===== src/rpt_pkg.sv =====
`timescale 1ns / 1ps

package rpt_pkg;

    // kept table
    localparam int MAX_KEPT = 1024;
    localparam int ADDR_W   = $clog2(MAX_KEPT);
    localparam int CNT_W    = $clog2(MAX_KEPT + 1);

    // field widths
    localparam int COORD_W  = 16;
    localparam int RAD_W    = 34;
    localparam int SQ_W     = 2 * COORD_W;

    // front queue, depth is a power of two
    localparam int QUEUE_DEPTH = 2;
    localparam int QPTR_W      = $clog2(QUEUE_DEPTH);
    localparam int QCNT_W      = $clog2(QUEUE_DEPTH + 1);

    typedef struct packed {
        logic signed [COORD_W-1:0] x;
        logic signed [COORD_W-1:0] y;
        logic signed [COORD_W-1:0] z;
    } point_t;

    typedef struct packed {
        point_t pt;
        logic   last;
    } item_t;

    // front to back handshake
    typedef struct packed {
        logic  valid;
        item_t item;
    } queue_head_t;

endpackage


===== src/rpt_front.sv =====
`timescale 1ns / 1ps

module rpt_front
(
    input  logic                                 clk,
    input  logic                                 rst_n,
    input  logic                                 in_valid,
    output logic                                 in_stall,
    input  logic signed [rpt_pkg::COORD_W-1:0]   coord_x,
    input  logic signed [rpt_pkg::COORD_W-1:0]   coord_y,
    input  logic signed [rpt_pkg::COORD_W-1:0]   coord_z,
    input  logic                                 last_point,
    output rpt_pkg::queue_head_t                 head,
    input  logic                                 pop
);

    rpt_pkg::item_t               entry_reg [rpt_pkg::QUEUE_DEPTH];
    logic [rpt_pkg::QPTR_W-1:0]   wr_ptr_reg;
    logic [rpt_pkg::QPTR_W-1:0]   wr_ptr_next;
    logic [rpt_pkg::QPTR_W-1:0]   rd_ptr_reg;
    logic [rpt_pkg::QPTR_W-1:0]   rd_ptr_next;
    logic [rpt_pkg::QCNT_W-1:0]   fill_reg;
    logic [rpt_pkg::QCNT_W-1:0]   fill_next;
    logic                         push;
    logic                         do_pop;
    rpt_pkg::item_t               new_item;

    // full queue holds the sender off
    assign in_stall = (fill_reg == rpt_pkg::QCNT_W'(rpt_pkg::QUEUE_DEPTH));
    assign push     = in_valid && !in_stall;
    assign do_pop   = pop && (fill_reg != '0);

    // classify the incoming word into a point and its end marker
    always_comb
    begin
        new_item.pt.x = coord_x;
        new_item.pt.y = coord_y;
        new_item.pt.z = coord_z;
        new_item.last = last_point;
    end

    always_comb
    begin
        wr_ptr_next = push ? wr_ptr_reg + 1'b1 : wr_ptr_reg;
        rd_ptr_next = do_pop ? rd_ptr_reg + 1'b1 : rd_ptr_reg;
        fill_next   = fill_reg;
        if (push && !do_pop)
        begin
            fill_next = fill_reg + 1'b1;
        end
        else if (do_pop && !push)
        begin
            fill_next = fill_reg - 1'b1;
        end
    end

    always_ff @(posedge clk or negedge rst_n)
    begin
        if (!rst_n)
        begin
            wr_ptr_reg <= '0;
            rd_ptr_reg <= '0;
            fill_reg   <= '0;
        end
        else
        begin
            wr_ptr_reg <= wr_ptr_next;
            rd_ptr_reg <= rd_ptr_next;
            fill_reg   <= fill_next;
        end
    end

    always_ff @(posedge clk)
    begin
        if (push)
        begin
            entry_reg[wr_ptr_reg] <= new_item;
        end
    end

    assign head.valid = (fill_reg != '0);
    assign head.item  = entry_reg[rd_ptr_reg];

endmodule


===== config.mk =====
export PLATFORM = sky130hd
export DESIGN_NAME = rpt_front
export DESIGN_NICKNAME = d
export VERILOG_FILES = /design/src/rpt_pkg.sv /design/src/rpt_front.sv
export SDC_FILE = /design/constraint.sdc
export NUM_CORES = 1
export LEC_CHECK = 0
export BUFFER_PORTS_ARGS = -buffer_cell sky130_fd_sc_hd__buf_4
export CORE_ASPECT_RATIO = 0.75
export CORE_MARGIN = 1.5
export CORE_UTILIZATION = 47
export DETAILED_ROUTE_END_ITERATION = 16
export PLACE_DENSITY = 0.75
export SLEW_MARGIN = 0
export SYNTH_ARGS = -nofsm -noshare
export SYNTH_HDL_FRONTEND = slang
export SYNTH_SLANG_ARGS = --single-unit
export TNS_END_PERCENT = 1

===== constraint.sdc =====
create_clock -name clk -period 3.18 [get_ports clk]
set_clock_uncertainty 0.15 [all_clocks]
set_input_delay 0.636 -clock clk [delete_from_list [all_inputs] [get_ports clk]]
set_output_delay 0.636 -clock clk [all_outputs]
set_load 0.05 [all_outputs]

==> results.ini <==
[die]
die_h_um=82.8
dieArea_um2=9060
die_x_um=109
num_io_pins=104
fp.coreArea_um2=8060
start_util_pct=49.5
rows=28

[sta]
max_freq_ghz=0.380
finalHoldViolCount=0
grt_setup_unrepaired=no
max_slew_margin_pct=71.3
final-setup-viol-count=0
tightest_slew_ns=0.431
fin_crit_sh_pct=82.7
slew_viol_final=0
tns_ns=0
period_minus_slack_ns=2.63

[place]
post-dp-hpwl_um=4320
place.port_buffers=103
place.gp.congestion=0.689
place_area_um2=4850

[yosys]
synth_fa_ha_area_share_pct=0.314
synthSimpleGateAreaFrac_pct=0.909
syn-num-nets=226
syn-cell-area_um2=3990
synth_top_family_by_area=multiplexers
synth_compound_area_share_pct=0
synth_xor_area_share_pct=1.10
yosys_warnings=0
ys_seq_elements=102
ys_seq_area_share_pct=76.3
postSynthCellCount=172
synth.avg_cell_area_um2=23.2
synth_cell_types=15
synthMuxAreaShare_pct=18.4

[layout]
n_antenna_cell=0
stdcell_area_um2=5130
layout-drive-gt1-share_pct=59.7
fill_cells=599
largest_reg_flops=98
fin_nets=339
areaGrowthSynthToFinish_pct=28.5
final_common_cell=buf_4
final_cell_mix=105 x buf_4, 98 x edfxtp_1, 49 x mux2_4, 9 x clkbuf_16

[power_and_ir_drop]
switching_share_pct=39.4
power_switching_w=0.00217
power_frac_seq_pct=36.1
p_clk_share_pct=17.6
power_frac_comb_pct=46.2
ir_drop_uv=645
p_int_w=0.00334
p_leak_nw=2.06
power.density_nw_per_um2=1080

[drt]
drt_wl_total_um=6370
vias_per_cell=4.79
routed-via-count=1894
drt_iter0_drc=51
drt-pass1-iter-count=4
wl_per_cell_um=16.1
drtAntennaViolNets=0
drc_errors=0

[clock_network]
cts-htree-levels=3
cts_resized=0
cts_setup_buffers=0
cts_tree=built
clk_path_buf_depth=2
insertion_delay_ns=0.33
cts_hold_buf=1
cts_made_buffers=9
root_buffer=clkbuf_16
clkSlewWorstSetupHoldPaths_ns=0.07
cts.sinks=102

[worst_setup_path]
path_max_fanout=33
slowest_delay_ns=0.66
cp_num_buf_inv=2
arrival_ns=1.84
r2r-start=fill_reg[0]
cpLargestDelayFamily=flip-flops
start_kind=flop
cp-end-kind=output pin
cp-startpoint=rd_ptr_reg
worstPathCellList=buf_12, mux2_4, buf_4
path_class=flop to output pin
required_ns=2.39
cpMaxStageDelayCell=dfrtp_4

[global_routing]
grt_util_met1_pct=18.2
grtUsageMet3_pct=7.03
grt_pass1_vias=1880
grt_overflow_total=0
grtUsageMet2_pct=21.8
grt_max_degree=38
top_usage_layer=met2
grt_pass1_wl_um=9200
grt.total_usage_pct=14.3
antenna_found_initial=0

[status]
run_status=completed

[min_path]
hold_path.class=primary input to flop
min-delay-start=coord_y[1]

[run]
cap_violations=0

cell families after synthesis:
kind of cell	Yosys count
xor+xnor	5
fa+ha+maj	1
buf+inv	8
flops	102
mux	49
simple gates	7
cells in the mapped netlist:
| cell type | instances | share of area (%) |
|---|---|---|
| nand2b_1 | 1 | 0.16 |
| xor2_1 | 2 | 0.44 |
| nor2_1 | 2 | 0.19 |
| and3_1 | 1 | 0.16 |
| ha_1 | 1 | 0.31 |
| buf_6 | 1 | 0.28 |
| dfrtp_1 | 4 | 2.5 |
| mux2_4 | 49 | 18 |
| nand2_2 | 1 | 0.16 |
| or2_1 | 1 | 0.16 |
| edfxtp_1 | 98 | 74 |
| nand2_1 | 1 | 0.094 |
| xnor2_1 | 3 | 0.66 |
| inv_1 | 2 | 0.19 |
| buf_12 | 5 | 2.5 |
cell type report:
| class | instances | area, um2 | share of cell area (%) |
|---|---|---|---|
| Multi-Input combinational cell | 62 | 837 | 16.3 |
| Clock buffer | 11 | 233 | 4.54 |
| Clock inverter | 5 | 35.0 | 0.683 |
| Timing Repair Buffer | 108 | 838 | 16.3 |
| Inverter | 2 | 7.51 | 0.146 |
| Tap cell | 105 | 131 | 2.56 |
| Sequential cell | 102 | 3050 | 59.4 |
layer usage:
layer / share of wire [%] / up-vias
met5: 0 / -
met4: 0.71 / 0
met3: 8.6 / 5
met2: 47 / 73
met1: 44 / 921
li1: - / 895
worst register-to-register path, delay by kind of cell, from the launching register on:
family	cells	cell delay, ns
DFF	1	0.40
and+or+nand+nor	2	0.61
buffers and inverters	1	0.28
per-stage QoR:
step | util, % | cells | power [W] | worst slack [ns] | hold WS (ns)
2_1_floorplan | - | 172 | 0.00405 | 0.608 | 0.190
4_1_cts | 63.6 | 395 | 0.00558 | 0.532 | 0.316
3_3_place_gp | 60.2 | 378 | 0.00458 | 0.907 | 0.286
3_5_place_dp | 60.2 | 378 | 0.00460 | 0.905 | 0.285
5_1_grt | 63.6 | 395 | 0.00574 | 0.491 | 0.312
6_report | 63.6 | 395 | 0.00552 | 0.551 | 0.329
final timing paths:
| path | endpoint | slack (ns) | depth (start not counted) |
|---|---|---|---|
| max | head[34] | 0.55 | 3 |
| max in group asynchronous | rd_ptr_reg | 2.26 | 2 |
| max reg2reg | entry_reg[1][36] | 1.41 | 3 |
| min in group asynchronous | rd_ptr_reg | 0.51 | 2 |
| min | entry_reg[0][18] | 0.33 | 1 |
| min reg2reg | fill_reg[1] | 0.34 | 1 |
power groups by stage:
stage / Combinational [W] / Clock [W] / Sequential [W]
final: 0.00255 / 0.000974 / 0.00199
after global routing: 0.00267 / 0.00105 / 0.00202
after CTS: 0.00258 / 0.00101 / 0.00200
after detailed placement: 0.00257 / 0 / 0.00202
after global placement: 0.00257 / 0 / 0.00201
after floorplan: 0.00211 / 0 / 0.00194
No activity file was read; power rests on OpenSTA's default activity.
